--- src/hdl/qph_pkg.sv ---
// Shared types, constants and helper function for the quadratic probe hash table.
package qph_pkg;

   localparam int TABLE_SIZE = 13;
   localparam int KEY_W = 31;
   localparam int SLOT_W = 4;
   localparam int CNT_W = 4;
   localparam int STATUS_W = 2;

   localparam logic [SLOT_W-1:0] TABLE_SIZE_S = SLOT_W'(TABLE_SIZE);
   localparam logic [CNT_W-1:0] LAST_PROBE = CNT_W'(TABLE_SIZE - 1);

   typedef enum logic {
      CMD_INSERT = 1'b0,
      CMD_SEARCH = 1'b1
   } cmd_type;

   typedef enum logic [STATUS_W-1:0] {
      STATUS_OK   = 2'd0,
      STATUS_MISS = 2'd1,
      STATUS_FULL = 2'd2
   } status_type;

   // Write request into the slot store.
   typedef struct packed {
      logic              en;
      logic [SLOT_W-1:0] idx;
      logic [KEY_W-1:0]  key;
   } qph_wr_type;

   // Brings a value below twice the table size back into range.
   function automatic logic [SLOT_W-1:0] qph_wrap(input logic [SLOT_W:0] v);
      logic [SLOT_W:0] d;
      d = v - {1'b0, TABLE_SIZE_S};
      return (v >= {1'b0, TABLE_SIZE_S}) ? d[SLOT_W-1:0] : v[SLOT_W-1:0];
   endfunction

endpackage

--- src/hdl/qph_home.sv ---
// Iterative unit that reduces a key modulo the table size, one nibble per cycle.
module qph_home
   import qph_pkg::*;
(
   input  logic              clock,
   input  logic              reset,
   input  logic              start,
   input  logic [KEY_W-1:0]  key,
   output logic              done,
   output logic [SLOT_W-1:0] home
);

   localparam int NIB_COUNT = (KEY_W + 3) / 4;
   localparam int SHIFT_W = NIB_COUNT * 4;
   localparam int NCNT_W = $clog2(NIB_COUNT);
   localparam logic [NCNT_W-1:0] LAST_NIB = NCNT_W'(NIB_COUNT - 1);

   logic [SHIFT_W-1:0] shift_ff, shift_in;
   logic [SLOT_W-1:0]  rem_ff, rem_in;
   logic [NCNT_W-1:0]  ncnt_ff, ncnt_in;
   logic               busy_ff, busy_in;
   logic               done_ff, done_in;
   logic [7:0]         partial;

   // Restoring reduction of rem*16 + nibble, which stays below 16 times the table size.
   function automatic logic [SLOT_W-1:0] reduce(input logic [7:0] v);
      logic [7:0] t;
      t = v;
      for (int i = 3; i >= 0; i--) begin
         if (t >= (8'(TABLE_SIZE) << i)) begin
            t = t - (8'(TABLE_SIZE) << i);
         end
      end
      return t[SLOT_W-1:0];
   endfunction

   assign partial = {rem_ff, shift_ff[SHIFT_W-1 -: 4]};

   always_comb begin
      shift_in = shift_ff;
      rem_in = rem_ff;
      ncnt_in = ncnt_ff;
      busy_in = busy_ff;
      done_in = 1'b0;
      if (start) begin
         shift_in = SHIFT_W'(key);
         rem_in = '0;
         ncnt_in = '0;
         busy_in = 1'b1;
      end else if (busy_ff) begin
         rem_in = reduce(partial);
         shift_in = shift_ff << 4;
         ncnt_in = ncnt_ff + 1'b1;
         if (ncnt_ff == LAST_NIB) begin
            busy_in = 1'b0;
            done_in = 1'b1;
         end
      end
   end

   always_ff @(posedge clock) begin
      if (reset) begin
         busy_ff <= 1'b0;
         done_ff <= 1'b0;
         ncnt_ff <= '0;
      end else begin
         busy_ff <= busy_in;
         done_ff <= done_in;
         ncnt_ff <= ncnt_in;
      end
   end

   always_ff @(posedge clock) begin
      shift_ff <= shift_in;
      rem_ff <= rem_in;
   end

   assign done = done_ff;
   assign home = rem_ff;

endmodule

--- src/hdl/qph_store.sv ---
// Slot store: occupied flags cleared at reset and the stored keys.
module qph_store
   import qph_pkg::*;
(
   input  logic              clock,
   input  logic              reset,
   input  qph_wr_type        wr,
   input  logic [SLOT_W-1:0] rd_idx,
   output logic              rd_occupied,
   output logic [KEY_W-1:0]  rd_key
);

   logic [TABLE_SIZE-1:0] occupied_ff;
   logic [KEY_W-1:0]      keys_ff [TABLE_SIZE];

   always_ff @(posedge clock) begin
      if (reset) begin
         occupied_ff <= '0;
      end else if (wr.en) begin
         occupied_ff[wr.idx] <= 1'b1;
      end
   end

   always_ff @(posedge clock) begin
      if (wr.en) begin
         keys_ff[wr.idx] <= wr.key;
      end
   end

   assign rd_occupied = occupied_ff[rd_idx];
   assign rd_key = keys_ff[rd_idx];

endmodule

--- src/hdl/quadratic_probe_hash_table_top.sv ---
// Top level: probe sequencer of the quadratic probe hash table.
//
//  channel  direction  handshake             payload
//  req      in         req_valid/req_stall   req_command, req_key
//  rsp      out        rsp_valid/rsp_stall   rsp_status, rsp_slot, rsp_probes
//
// A transaction is accepted in ST_IDLE, passes through the nibble-serial home
// slot unit in ST_HASH, then probes the slot store in ST_PROBE (1 to 13 probes)
// until the result register is loaded. Reset clears all occupied
// flags at once; no clearing pass is needed. req_stall is high while a
// transaction is in progress, and the last probe waits while an earlier result
// is still stalled in the output register.
module quadratic_probe_hash_table_top
   import qph_pkg::*;
(
   input  logic                clock,
   input  logic                reset,
   input  logic                req_valid,
   output logic                req_stall,
   input  logic                req_command,
   input  logic [KEY_W-1:0]    req_key,
   output logic                rsp_valid,
   input  logic                rsp_stall,
   output logic [STATUS_W-1:0] rsp_status,
   output logic [SLOT_W-1:0]   rsp_slot,
   output logic [CNT_W-1:0]    rsp_probes
);

   typedef enum logic [1:0] {
      ST_IDLE,
      ST_HASH,
      ST_PROBE
   } state_type;

   state_type           state_ff, state_in;
   cmd_type             cmd_ff, cmd_in;
   logic [KEY_W-1:0]    key_ff, key_in;
   logic [SLOT_W-1:0]   home_ff, home_in;
   logic [SLOT_W-1:0]   pos_ff, pos_in;
   logic [CNT_W-1:0]    cnt_ff, cnt_in;
   logic [SLOT_W-1:0]   sq_ff, sq_in;
   logic [SLOT_W-1:0]   inc_ff, inc_in;
   logic                rsp_valid_ff, rsp_valid_in;
   status_type          rsp_status_ff, rsp_status_in;
   logic [SLOT_W-1:0]   rsp_slot_ff, rsp_slot_in;
   logic [CNT_W-1:0]    rsp_probes_ff, rsp_probes_in;

   logic                home_start;
   logic                home_done;
   logic [SLOT_W-1:0]   home_val;
   qph_wr_type          wr;
   logic                rd_occupied;
   logic [KEY_W-1:0]    rd_key;

   logic                out_free;
   logic                finish;
   status_type          fin_status;
   logic                next_odd;
   logic [SLOT_W-1:0]   sq_next;
   logic [SLOT_W-1:0]   inc_next;
   logic [SLOT_W-1:0]   offset_next;
   logic [SLOT_W-1:0]   pos_next;

   qph_home u_home (
      .clock (clock),
      .reset (reset),
      .start (home_start),
      .key   (req_key),
      .done  (home_done),
      .home  (home_val)
   );

   qph_store u_store (
      .clock       (clock),
      .reset       (reset),
      .wr          (wr),
      .rd_idx      (pos_ff),
      .rd_occupied (rd_occupied),
      .rd_key      (rd_key)
   );

   assign out_free = !rsp_valid_ff || !rsp_stall;

   // The square grows by the next odd number each time an odd probe begins.
   assign next_odd = !cnt_ff[0];
   assign sq_next = next_odd ? qph_wrap({1'b0, sq_ff} + {1'b0, inc_ff}) : sq_ff;
   assign inc_next = next_odd ? qph_wrap({1'b0, inc_ff} + (SLOT_W + 1)'(2)) : inc_ff;
   assign offset_next = (next_odd || sq_next == '0) ? sq_next : (TABLE_SIZE_S - sq_next);
   assign pos_next = qph_wrap({1'b0, home_ff} + {1'b0, offset_next});

   always_comb begin
      finish = 1'b0;
      fin_status = STATUS_OK;
      if (cmd_ff == CMD_INSERT) begin
         if (!rd_occupied) begin
            finish = 1'b1;
         end else if (cnt_ff == LAST_PROBE) begin
            finish = 1'b1;
            fin_status = STATUS_FULL;
         end
      end else begin
         if (!rd_occupied || (cnt_ff != '0 && pos_ff == home_ff)) begin
            finish = 1'b1;
            fin_status = STATUS_MISS;
         end else if (rd_key == key_ff) begin
            finish = 1'b1;
         end else if (cnt_ff == LAST_PROBE) begin
            finish = 1'b1;
            fin_status = STATUS_MISS;
         end
      end
   end

   always_comb begin
      state_in = state_ff;
      cmd_in = cmd_ff;
      key_in = key_ff;
      home_in = home_ff;
      pos_in = pos_ff;
      cnt_in = cnt_ff;
      sq_in = sq_ff;
      inc_in = inc_ff;
      rsp_valid_in = rsp_valid_ff && rsp_stall;
      rsp_status_in = rsp_status_ff;
      rsp_slot_in = rsp_slot_ff;
      rsp_probes_in = rsp_probes_ff;
      home_start = 1'b0;
      wr = '0;
      unique case (state_ff)
         ST_IDLE: begin
            if (req_valid) begin
               cmd_in = cmd_type'(req_command);
               key_in = req_key;
               home_start = 1'b1;
               state_in = ST_HASH;
            end
         end
         ST_HASH: begin
            if (home_done) begin
               home_in = home_val;
               pos_in = home_val;
               cnt_in = '0;
               sq_in = '0;
               inc_in = SLOT_W'(1);
               state_in = ST_PROBE;
            end
         end
         ST_PROBE: begin
            if (finish) begin
               if (out_free) begin
                  rsp_valid_in = 1'b1;
                  rsp_status_in = fin_status;
                  rsp_slot_in = pos_ff;
                  rsp_probes_in = cnt_ff + 1'b1;
                  wr.en = (cmd_ff == CMD_INSERT) && !rd_occupied;
                  wr.idx = pos_ff;
                  wr.key = key_ff;
                  state_in = ST_IDLE;
               end
            end else begin
               pos_in = pos_next;
               sq_in = sq_next;
               inc_in = inc_next;
               cnt_in = cnt_ff + 1'b1;
            end
         end
         default: begin
            state_in = ST_IDLE;
         end
      endcase
   end

   always_ff @(posedge clock) begin
      if (reset) begin
         state_ff <= ST_IDLE;
         rsp_valid_ff <= 1'b0;
      end else begin
         state_ff <= state_in;
         rsp_valid_ff <= rsp_valid_in;
      end
      cmd_ff <= cmd_in;
      key_ff <= key_in;
      home_ff <= home_in;
      pos_ff <= pos_in;
      cnt_ff <= cnt_in;
      sq_ff <= sq_in;
      inc_ff <= inc_in;
      rsp_status_ff <= rsp_status_in;
      rsp_slot_ff <= rsp_slot_in;
      rsp_probes_ff <= rsp_probes_in;
   end

   assign req_stall = (state_ff != ST_IDLE);
   assign rsp_valid = rsp_valid_ff;
   assign rsp_status = rsp_status_ff;
   assign rsp_slot = rsp_slot_ff;
   assign rsp_probes = rsp_probes_ff;

   a_probes_range: assert property (@(posedge clock) disable iff (reset)
      rsp_valid |-> (rsp_probes != '0 && rsp_probes <= CNT_W'(TABLE_SIZE)))
      else $error("probe count out of range");

   a_slot_range: assert property (@(posedge clock) disable iff (reset)
      rsp_valid |-> (rsp_slot < TABLE_SIZE_S))
      else $error("result slot out of range");

   a_write_on_insert: assert property (@(posedge clock) disable iff (reset)
      wr.en |-> (state_ff == ST_PROBE && cmd_ff == CMD_INSERT && !rd_occupied))
      else $error("slot write outside an insert probe");

   a_home_in_hash: assert property (@(posedge clock) disable iff (reset)
      home_done |-> (state_ff == ST_HASH))
      else $error("home slot ready outside hashing");

endmodule
--- config.mk ---
export PLATFORM = sky130hd
export DESIGN_NAME = quadratic_probe_hash_table_top
export DESIGN_NICKNAME = d
export VERILOG_FILES = /design/src/hdl/qph_pkg.sv /design/src/hdl/qph_home.sv /design/src/hdl/qph_store.sv /design/src/hdl/quadratic_probe_hash_table_top.sv
export SDC_FILE = /design/constraint.sdc
export NUM_CORES = 1
export LEC_CHECK = 0
export ABC_AREA = 1
export BUFFER_PORTS_ARGS = -buffer_cell sky130_fd_sc_hd__clkbuf_2
export CAP_MARGIN = 20
export CORE_MARGIN = 5
export CORE_UTILIZATION = 39
export CTS_CLUSTER_SIZE = 20
export DETAILED_ROUTE_END_ITERATION = 8
export PLACE_DENSITY = 0.59
export SYNTH_ARGS = -nofsm -noshare
export SYNTH_HDL_FRONTEND = slang
export SYNTH_SLANG_ARGS = --single-unit
--- constraint.sdc ---
create_clock -name clock -period 5.35 [get_ports clock]
set_input_delay 0 -clock clock [delete_from_list [all_inputs] [get_ports clock]]
set_output_delay 0 -clock clock [all_outputs]
set_load 0.1 [all_outputs]
==> out/summary.txt, run 1 <==
Synthesized flop and latch total = 526
Die Wd = 259 µm
DP Area = 25300 µm²
Critical path's largest stage delay = 0.48 ns
Largest delay share family, worst path = adder cells
RSZ-0062 raised after global routing = false
WP data required = 5.71 ns
Die Height = 259 µm
CTS tree = done
I/O Buffers = 47
Drt total wl = 59700 µm
Max Clock Skew = 0.0254 ns
Num CTS Buffers = 52
Number of vias per cell = 5.01
Startpoint types = flip-flop
Core Util, Final = 0.446
Setup Crit Path Kind = flip-flop to flip-flop
CTS Buffer Depth = 3
Post-synth top flop = edfxtp_1
Post-CTS Repair Setup Buffers = 0
Asr flop ratio synth = 0
Inserted Diodes = 0
DR iter-0 viols = 1159
Power per Cell Area = 339 nW/µm²
Synth Cell Area = 24100 µm²
Cell mode on critical path = nand2_1
Max cap viols = 0
Worst skew pair latency = 0.60 ns
Max transition margin = 0.401
Post-route cell area = 27400 µm²
Post-Synthesis Net Count = 2463
Vias in the first global route = 16200
Final Setup Violations = 0
Initial Utilization = 0.392
VDD IR max = 0.402 mV
Seq/Total Area, Yosys = 0.643
Initial antenna violation count = 0
R2R Setup Slk = 0.89 ns
CTS clk-pin slew, worst paths = 0.07 ns
Setup TNS = 0 ns
Layout Cells excl Fill = 3313
Post-synth EDFFs = 496
Worst slew pin tran = 0.898 ns
Max FO, Critical Path = 5
Min cycle time layout = 4.46 ns
Critical path buffers and inverters = 4
Period utilization = 0.833
Share of cells above drive strength 1 = 0.108
First-pass GRT wire length = 92800 µm
Die ar. = 66900 µm²
DPL Wire Length = 35800 µm
Fillers = 5670
I/O pin total = 48
Placed instance count = 3181
Root buf cell = clkbuf_16
GRT overflow = 0
Largest net degree at the start of global routing = 74
Avg Cell Area, Syn = 10.1 µm²
Status = finished clean
Core region area = 61500 µm²
Area grow syn2layout = 13.8%
Synth warn = 0
Clock Sink Count = 526
Leak = 0.0117 µW
Antenna Violating Nets Remaining = 0
Worst setup EP type = flip-flop
Number of remaining DRC errors = 0
Hold slack = 0.119 ns
Fin. Hold Viols = 0
Hold WC Path Type = input pin to flip-flop
Vias = 16600
Cell count after synthesis = 2398
FP Rows = 91
TritonRoute pass-1 iters = 5
Fin. max-slew vios = 0
Post-DR wirelength/cell = 18.0 µm
Gp weighted congestion = 0.809
CP max stage cell = fa_1
Arr. time, crit path = 4.81 ns
H-tree levels = 2
Achievable Freq = 0.224 GHz
GR Util All Layers = 0.177
Final nets = 2546
Number of library cell types mapped by synthesis = 45
-- Yosys cell counts, types with 7 or more instances --
| library cell | number | share of area |
|---|---|---|
| clkbuf_1 | 22 | 0.0034 |
| nor2_2 | 31 | 0.0080 |
| edfxtp_1 | 496 | 0.62 |
| a21oi_1 | 41 | 0.0085 |
| nand2_1 | 712 | 0.11 |
| nand3_1 | 304 | 0.063 |
| inv_1 | 249 | 0.039 |
| nand2_2 | 9 | 0.0023 |
| buf_2 | 47 | 0.0098 |
| nand2_4 | 7 | 0.0033 |
| dfxtp_1 | 30 | 0.025 |
| or2_2 | 20 | 0.0052 |
| xor2_1 | 10 | 0.0036 |
| o211ai_1 | 23 | 0.0072 |
| inv_2 | 9 | 0.0014 |
| o21ai_0 | 49 | 0.010 |
| o21ai_1 | 25 | 0.0052 |
| ha_1 | 28 | 0.015 |
| nor2_1 | 201 | 0.031 |
| buf_4 | 9 | 0.0028 |
| buf_6 | 19 | 0.0089 |
-- cell families (layout without fill, tap and decap cells) --
group	Yosys count	in the layout	synth area share
DFF	526	526	0.643
adders and majority gates	29	29	0.0154
and+or+nand+nor	1313	1313	0.234
xor gates and xnor gates	16	16	0.00581
AOI/OAI and AO/OA	152	152	0.0354
muxes	1	1	0.000415
buffers and inverters	361	486	0.0662
-- worst register-to-register path, stage by stage, from the launching register on --
cell      delay (ns)
edfxtp_1        0.46
ha_1            0.25
fa_1            0.48
inv_1           0.14
ha_1            0.16
inv_1           0.04
a31oi_1         0.12
nand2_1         0.10
a21oi_1         0.17
xnor2_1         0.13
nand2_1         0.06
o21ai_0         0.15
nor2_1          0.10
a31oi_1         0.22
o21ai_0         0.18
o22ai_1         0.14
inv_1           0.06
ha_1            0.30
inv_1           0.06
nand3_1         0.11
nand3_1         0.15
nand2_1         0.07
nand3_1         0.14
nand2_1         0.12
nand2_1         0.08
nand3_1         0.08
and2_1          0.15
-- state kept, by name, indices dropped and copies added (netlist names), named ones only --
register / cells
pos_ff: 4
rsp_status: 2
key_ff: 31
state_ff: 2
cnt_ff: 4
home_ff: 4
u_store.keys_ff: 403
u_home.home: 4
rsp_valid: 1
u_home.busy_ff: 1
u_store.occupied_ff: 13
sq_ff: 4
u_home.ncnt_ff: 3
u_home.shift_ff: 32
cmd_ff: 1
rsp_probes: 4
inc_ff: 4
rsp_slot: 4
u_home.done: 1
-- layout by cell type, fill, tap and decap left out, types with 4 or more instances in the layout --
| master | n |
|---|---|
| edfxtp_1 | 496 |
| a21oi_1 | 41 |
| inv_2 | 12 |
| nand4_1 | 4 |
| dfxtp_1 | 27 |
| clkbuf_2 | 47 |
| clkinv_1 | 9 |
| clkbuf_16 | 53 |
| inv_1 | 244 |
| nand2_2 | 9 |
| nor2_4 | 13 |
| nand3_1 | 304 |
| o21ai_1 | 25 |
| or2_1 | 6 |
| o21ai_0 | 49 |
| xor2_1 | 10 |
| nand2_4 | 7 |
| nor2_2 | 31 |
| bufinv_16 | 7 |
| nand2_1 | 712 |
| clkinv_2 | 7 |
| dlygate4sd3_1 | 36 |
| buf_4 | 34 |
| or2_2 | 20 |
| clkbuf_1 | 14 |
| o211ai_1 | 23 |
| xnor2_1 | 6 |
| buf_12 | 13 |
| ha_1 | 28 |
| nor2_1 | 191 |
-- layer usage --
metal	vias up	track usage	routed length, µm
met3	86	0.0303	3470
li1	8113	-	-
met4	0	0.0506	1220
met2	430	0.300	28500
met5	-	0	0
met1	7980	0.236	26500
-- where the power goes --
group | switching, µW | leakage, µW | internal, µW
clock | 1560 | 0.000842 | 2190
combinational | 640 | 0.00511 | 341
sequential | 51.7 | 0.00574 | 4530
total | 2250 | 0.0117 | 7060
-- final cells by class --
| cell class | instances | area (µm²) | area share |
|---|---|---|---|
| clock inverters | 27 | 348 | 0.0127 |
| multi-input cells | 1511 | 7090 | 0.258 |
| clock buffers | 69 | 1410 | 0.0513 |
| flip-flops and latches | 526 | 15500 | 0.565 |
| well taps | 790 | 988 | 0.0360 |
| repair buffers | 130 | 1110 | 0.0405 |
| inverters | 260 | 982 | 0.0358 |
-- per-stage QoR --
step | total power [µW] | setup slack, ns
2_1_floorplan | 5420 | 1.37
3_3_place_gp | 5590 | 0.997
3_5_place_dp | 5630 | 0.957
4_1_cts | 9380 | 0.939
5_1_grt | 9690 | 0.498
6_report | 9310 | 0.893
-- final timing paths --
| check | from | endpoint | cells after the start |
|---|---|---|---|
| setup / recovery | inc_ff[0] | pos_ff[0] | 26 |
| hold / removal | req_key[11] | key_ff[11] | 2 |
| setup reg to reg | inc_ff[0] | pos_ff[0] | 26 |
| hold reg to reg | u_store.occupied_ff[0] | u_store.occupied_ff[0] | 2 |
-- timing repair --
action	CTS	global route
gates resized for setup	0	0
hold buffers	36	0
hold endpoints to repair	78	0
(Power assumes the default switching activity.)
==> run 2: changes to the inputs <==
Clock period 5.35 ns to 4.4 ns, I/O delays scaled along.
==> out/summary.txt, run 2 (same netlist as run 1, synthesis figures left out) <==
Status = finished clean
Root buf cell = clkbuf_16
Initial Utilization = 0.392 (unchanged)
Commonest non-fill, non-tap cell in the layout = nand2_1
GR Util All Layers = 0.175 (-0.00176)
RSZ-0062 raised after global routing = true
Setup Crit Path Kind = flip-flop to flip-flop
CP max stage cell = fa_1
Die Height = 259 µm (unchanged)
Clock Sink Count = 526 (unchanged)
WP data required = 4.75 ns (-0.96 ns)
Core region area = 61500 µm² (unchanged)
Max reg flops = 403 (unchanged)
DR iter-0 viols = 1399 (+21%)
TritonRoute pass-1 iters = 5 (unchanged)
Gp weighted congestion = 0.788 (-2.5%)
I/O Buffers = 47 (unchanged)
Critical path buffers and inverters = 3 (-1)
Largest Register = u_store.keys_ff
Min cycle time layout = 4.15 ns (-0.310 ns)
Achievable Freq = 0.241 GHz (+7.5%)
Largest delay share family, worst path = adder cells
Power per Cell Area = 406 nW/µm² (+20%)
Area grow syn2layout = 14.5%
Number of remaining DRC errors = 0 (unchanged)
Post-DR wirelength/cell = 17.9 µm (-0.41%)
Share of cells above drive strength 1 = 0.116 (+0.00777)
Setup TNS = 0 ns (unchanged)
Max cap viols = 0 (unchanged)
Die Wd = 259 µm (unchanged)
Final nets = 2557 (+0.43%)
Worst slew pin tran = 1.12 ns (+0.220 ns)
CTS tree = done
Critical path's largest stage delay = 0.50 ns (+0.02 ns)
Fin. Hold Viols = 0 (unchanged)
Max FO, Critical Path = 4 (-1)
Inserted Diodes = 0 (unchanged)
Arr. time, crit path = 4.50 ns (-0.31 ns)
Period utilization = 0.942 (+0.109)
Die ar. = 66900 µm² (unchanged)
DPL Wire Length = 35300 µm (-1.4%)
Vias in the first global route = 16000 (-1.3%)
CTS Buffer Depth = 3 (unchanged)
Final Setup Violations = 0 (unchanged)
Post-route cell area = 27600 µm² (+0.65%)
DP Area = 25500 µm² (+0.57%)
CTS clk-pin slew, worst paths = 0.06 ns (about the same)
I/O pin total = 48 (unchanged)
Max Clock Skew = 0.0284 ns (+0.00306 ns)
Leak = 0.0118 µW (+0.58%)
GRT overflow = 0 (unchanged)
Startpoint types = flip-flop
FP Rows = 91 (unchanged)
Largest net degree at the start of global routing = 103 (+39%)
H-tree levels = 2 (unchanged)
Number of vias per cell = 5.01 (about the same)
Biggest regs = u_store.keys_ff x403, u_home.shift_ff x32, key_ff x31
Antenna Violating Nets Remaining = 0 (unchanged)
Worst skew pair latency = 0.62 ns (+0.02 ns)
Initial antenna violation count = 0 (unchanged)
Hold WC Path Type = input pin to flip-flop
Fin. max-slew vios = 0 (unchanged)
First-pass GRT wire length = 91700 µm (-1.2%)
Vias = 16700 (+0.28%)
Worst setup EP type = flip-flop
Commonest cells after routing, fill and taps aside = 710 x nand2_1, 496 x edfxtp_1, 302 x nand3_1, 242 x inv_1, 187 x nor2_1
Drt total wl = 59600 µm (about the same)
Num CTS Buffers = 53 (+1.9%)
VDD IR max = 0.501 mV (+24%)
Max transition margin = 0.254 (-0.147)
Cell mode on critical path = nand2_1
## run 2: changes by cell type in the layout (fill, tap and decap cells not counted), sizes merged
| cell | delta |
|---|---|
| bufinv | -3 |
| clkinvlp | -2 |
| clkinv | +6 |
| buf | +10 |
| inv | +1 |
## run 2: routing by layer
metal / routed length [µm] / global-route usage
met1: 27000 / 0.243
met2: 28100 / 0.290
met3: 2940 / 0.0226
met4: 1550 / 0.0539
met5: 0 / 0
## run 2: final timing paths
kind                          startpoint                      to  slack (ns)  cells past startpoint
hold reg to reg   u_store.occupied_ff[2]  u_store.occupied_ff[2]        0.46                      2
setup / recovery               inc_ff[0]               pos_ff[0]        0.25                     25
setup reg to reg               inc_ff[0]               pos_ff[0]        0.25                     25
hold / removal                req_key[2]               key_ff[2]        0.12                      2
## run 2: what timing repair did
action / CTS / global route
hold endpoints to repair: 78 / 0
setup endpoints to repair: 0 / 57
resized for setup: 0 / 21
hold buffers: 36 / 0
buffers inserted: 0 / 4
## run 2: per-stage QoR
stage	hold slack [ns]	utilization	std cells	total power, µW	setup slack (ns)
6_report	0.120	0.449	3325	11200	0.253
5_1_grt	0.0985	0.449	3325	11700	-0.0950
4_1_cts	0.0847	0.447	3321	11300	0.0657
3_5_place_dp	0.179	0.414	3187	6850	0.0760
3_3_place_gp	0.186	0.414	3187	6790	0.131
2_1_floorplan	0.0691	-	2398	6590	0.422
## run 2: layout make-up
| class | instances | area (µm²) |
|---|---|---|
| Timing Repair Buffer | 140 | 1290 |
| Multi-Input combinational cell | 1511 | 7160 |
| Clock inverter | 29 | 260 |
| Clock buffer | 69 | 1430 |
| Fill cell | 5694 | 33900 |
| Tap cell | 790 | 988 |
| Sequential cell | 526 | 15500 |
| Inverter | 260 | 982 |
## run 2: worst reg2reg max path: stages, from the launching register on
cell      delay [ns]
edfxtp_1        0.41
ha_2            0.21
fa_1            0.50
inv_2           0.10
ha_1            0.14
inv_1           0.03
a31oi_1         0.12
nand2_1         0.13
nand2_2         0.12
nand2_1         0.07
xnor2_1         0.13
mux2i_1         0.28
a31oi_4         0.16
nor2_1          0.12
nor2_1          0.06
ha_1            0.19
ha_1            0.29
inv_2           0.05
ha_1            0.19
nand3_1         0.08
nand2_1         0.07
nand3_2         0.08
nand2_1         0.09
nand2_1         0.07
nand3_1         0.07
and2_1          0.15
## run 2: report_power, final
| group | internal (µW) | switching (µW) |
|---|---|---|
| Clock | 2530 | 1910 |
| Combinational | 414 | 798 |
| Sequential | 5500 | 61.3 |
| Total | 8440 | 2770 |
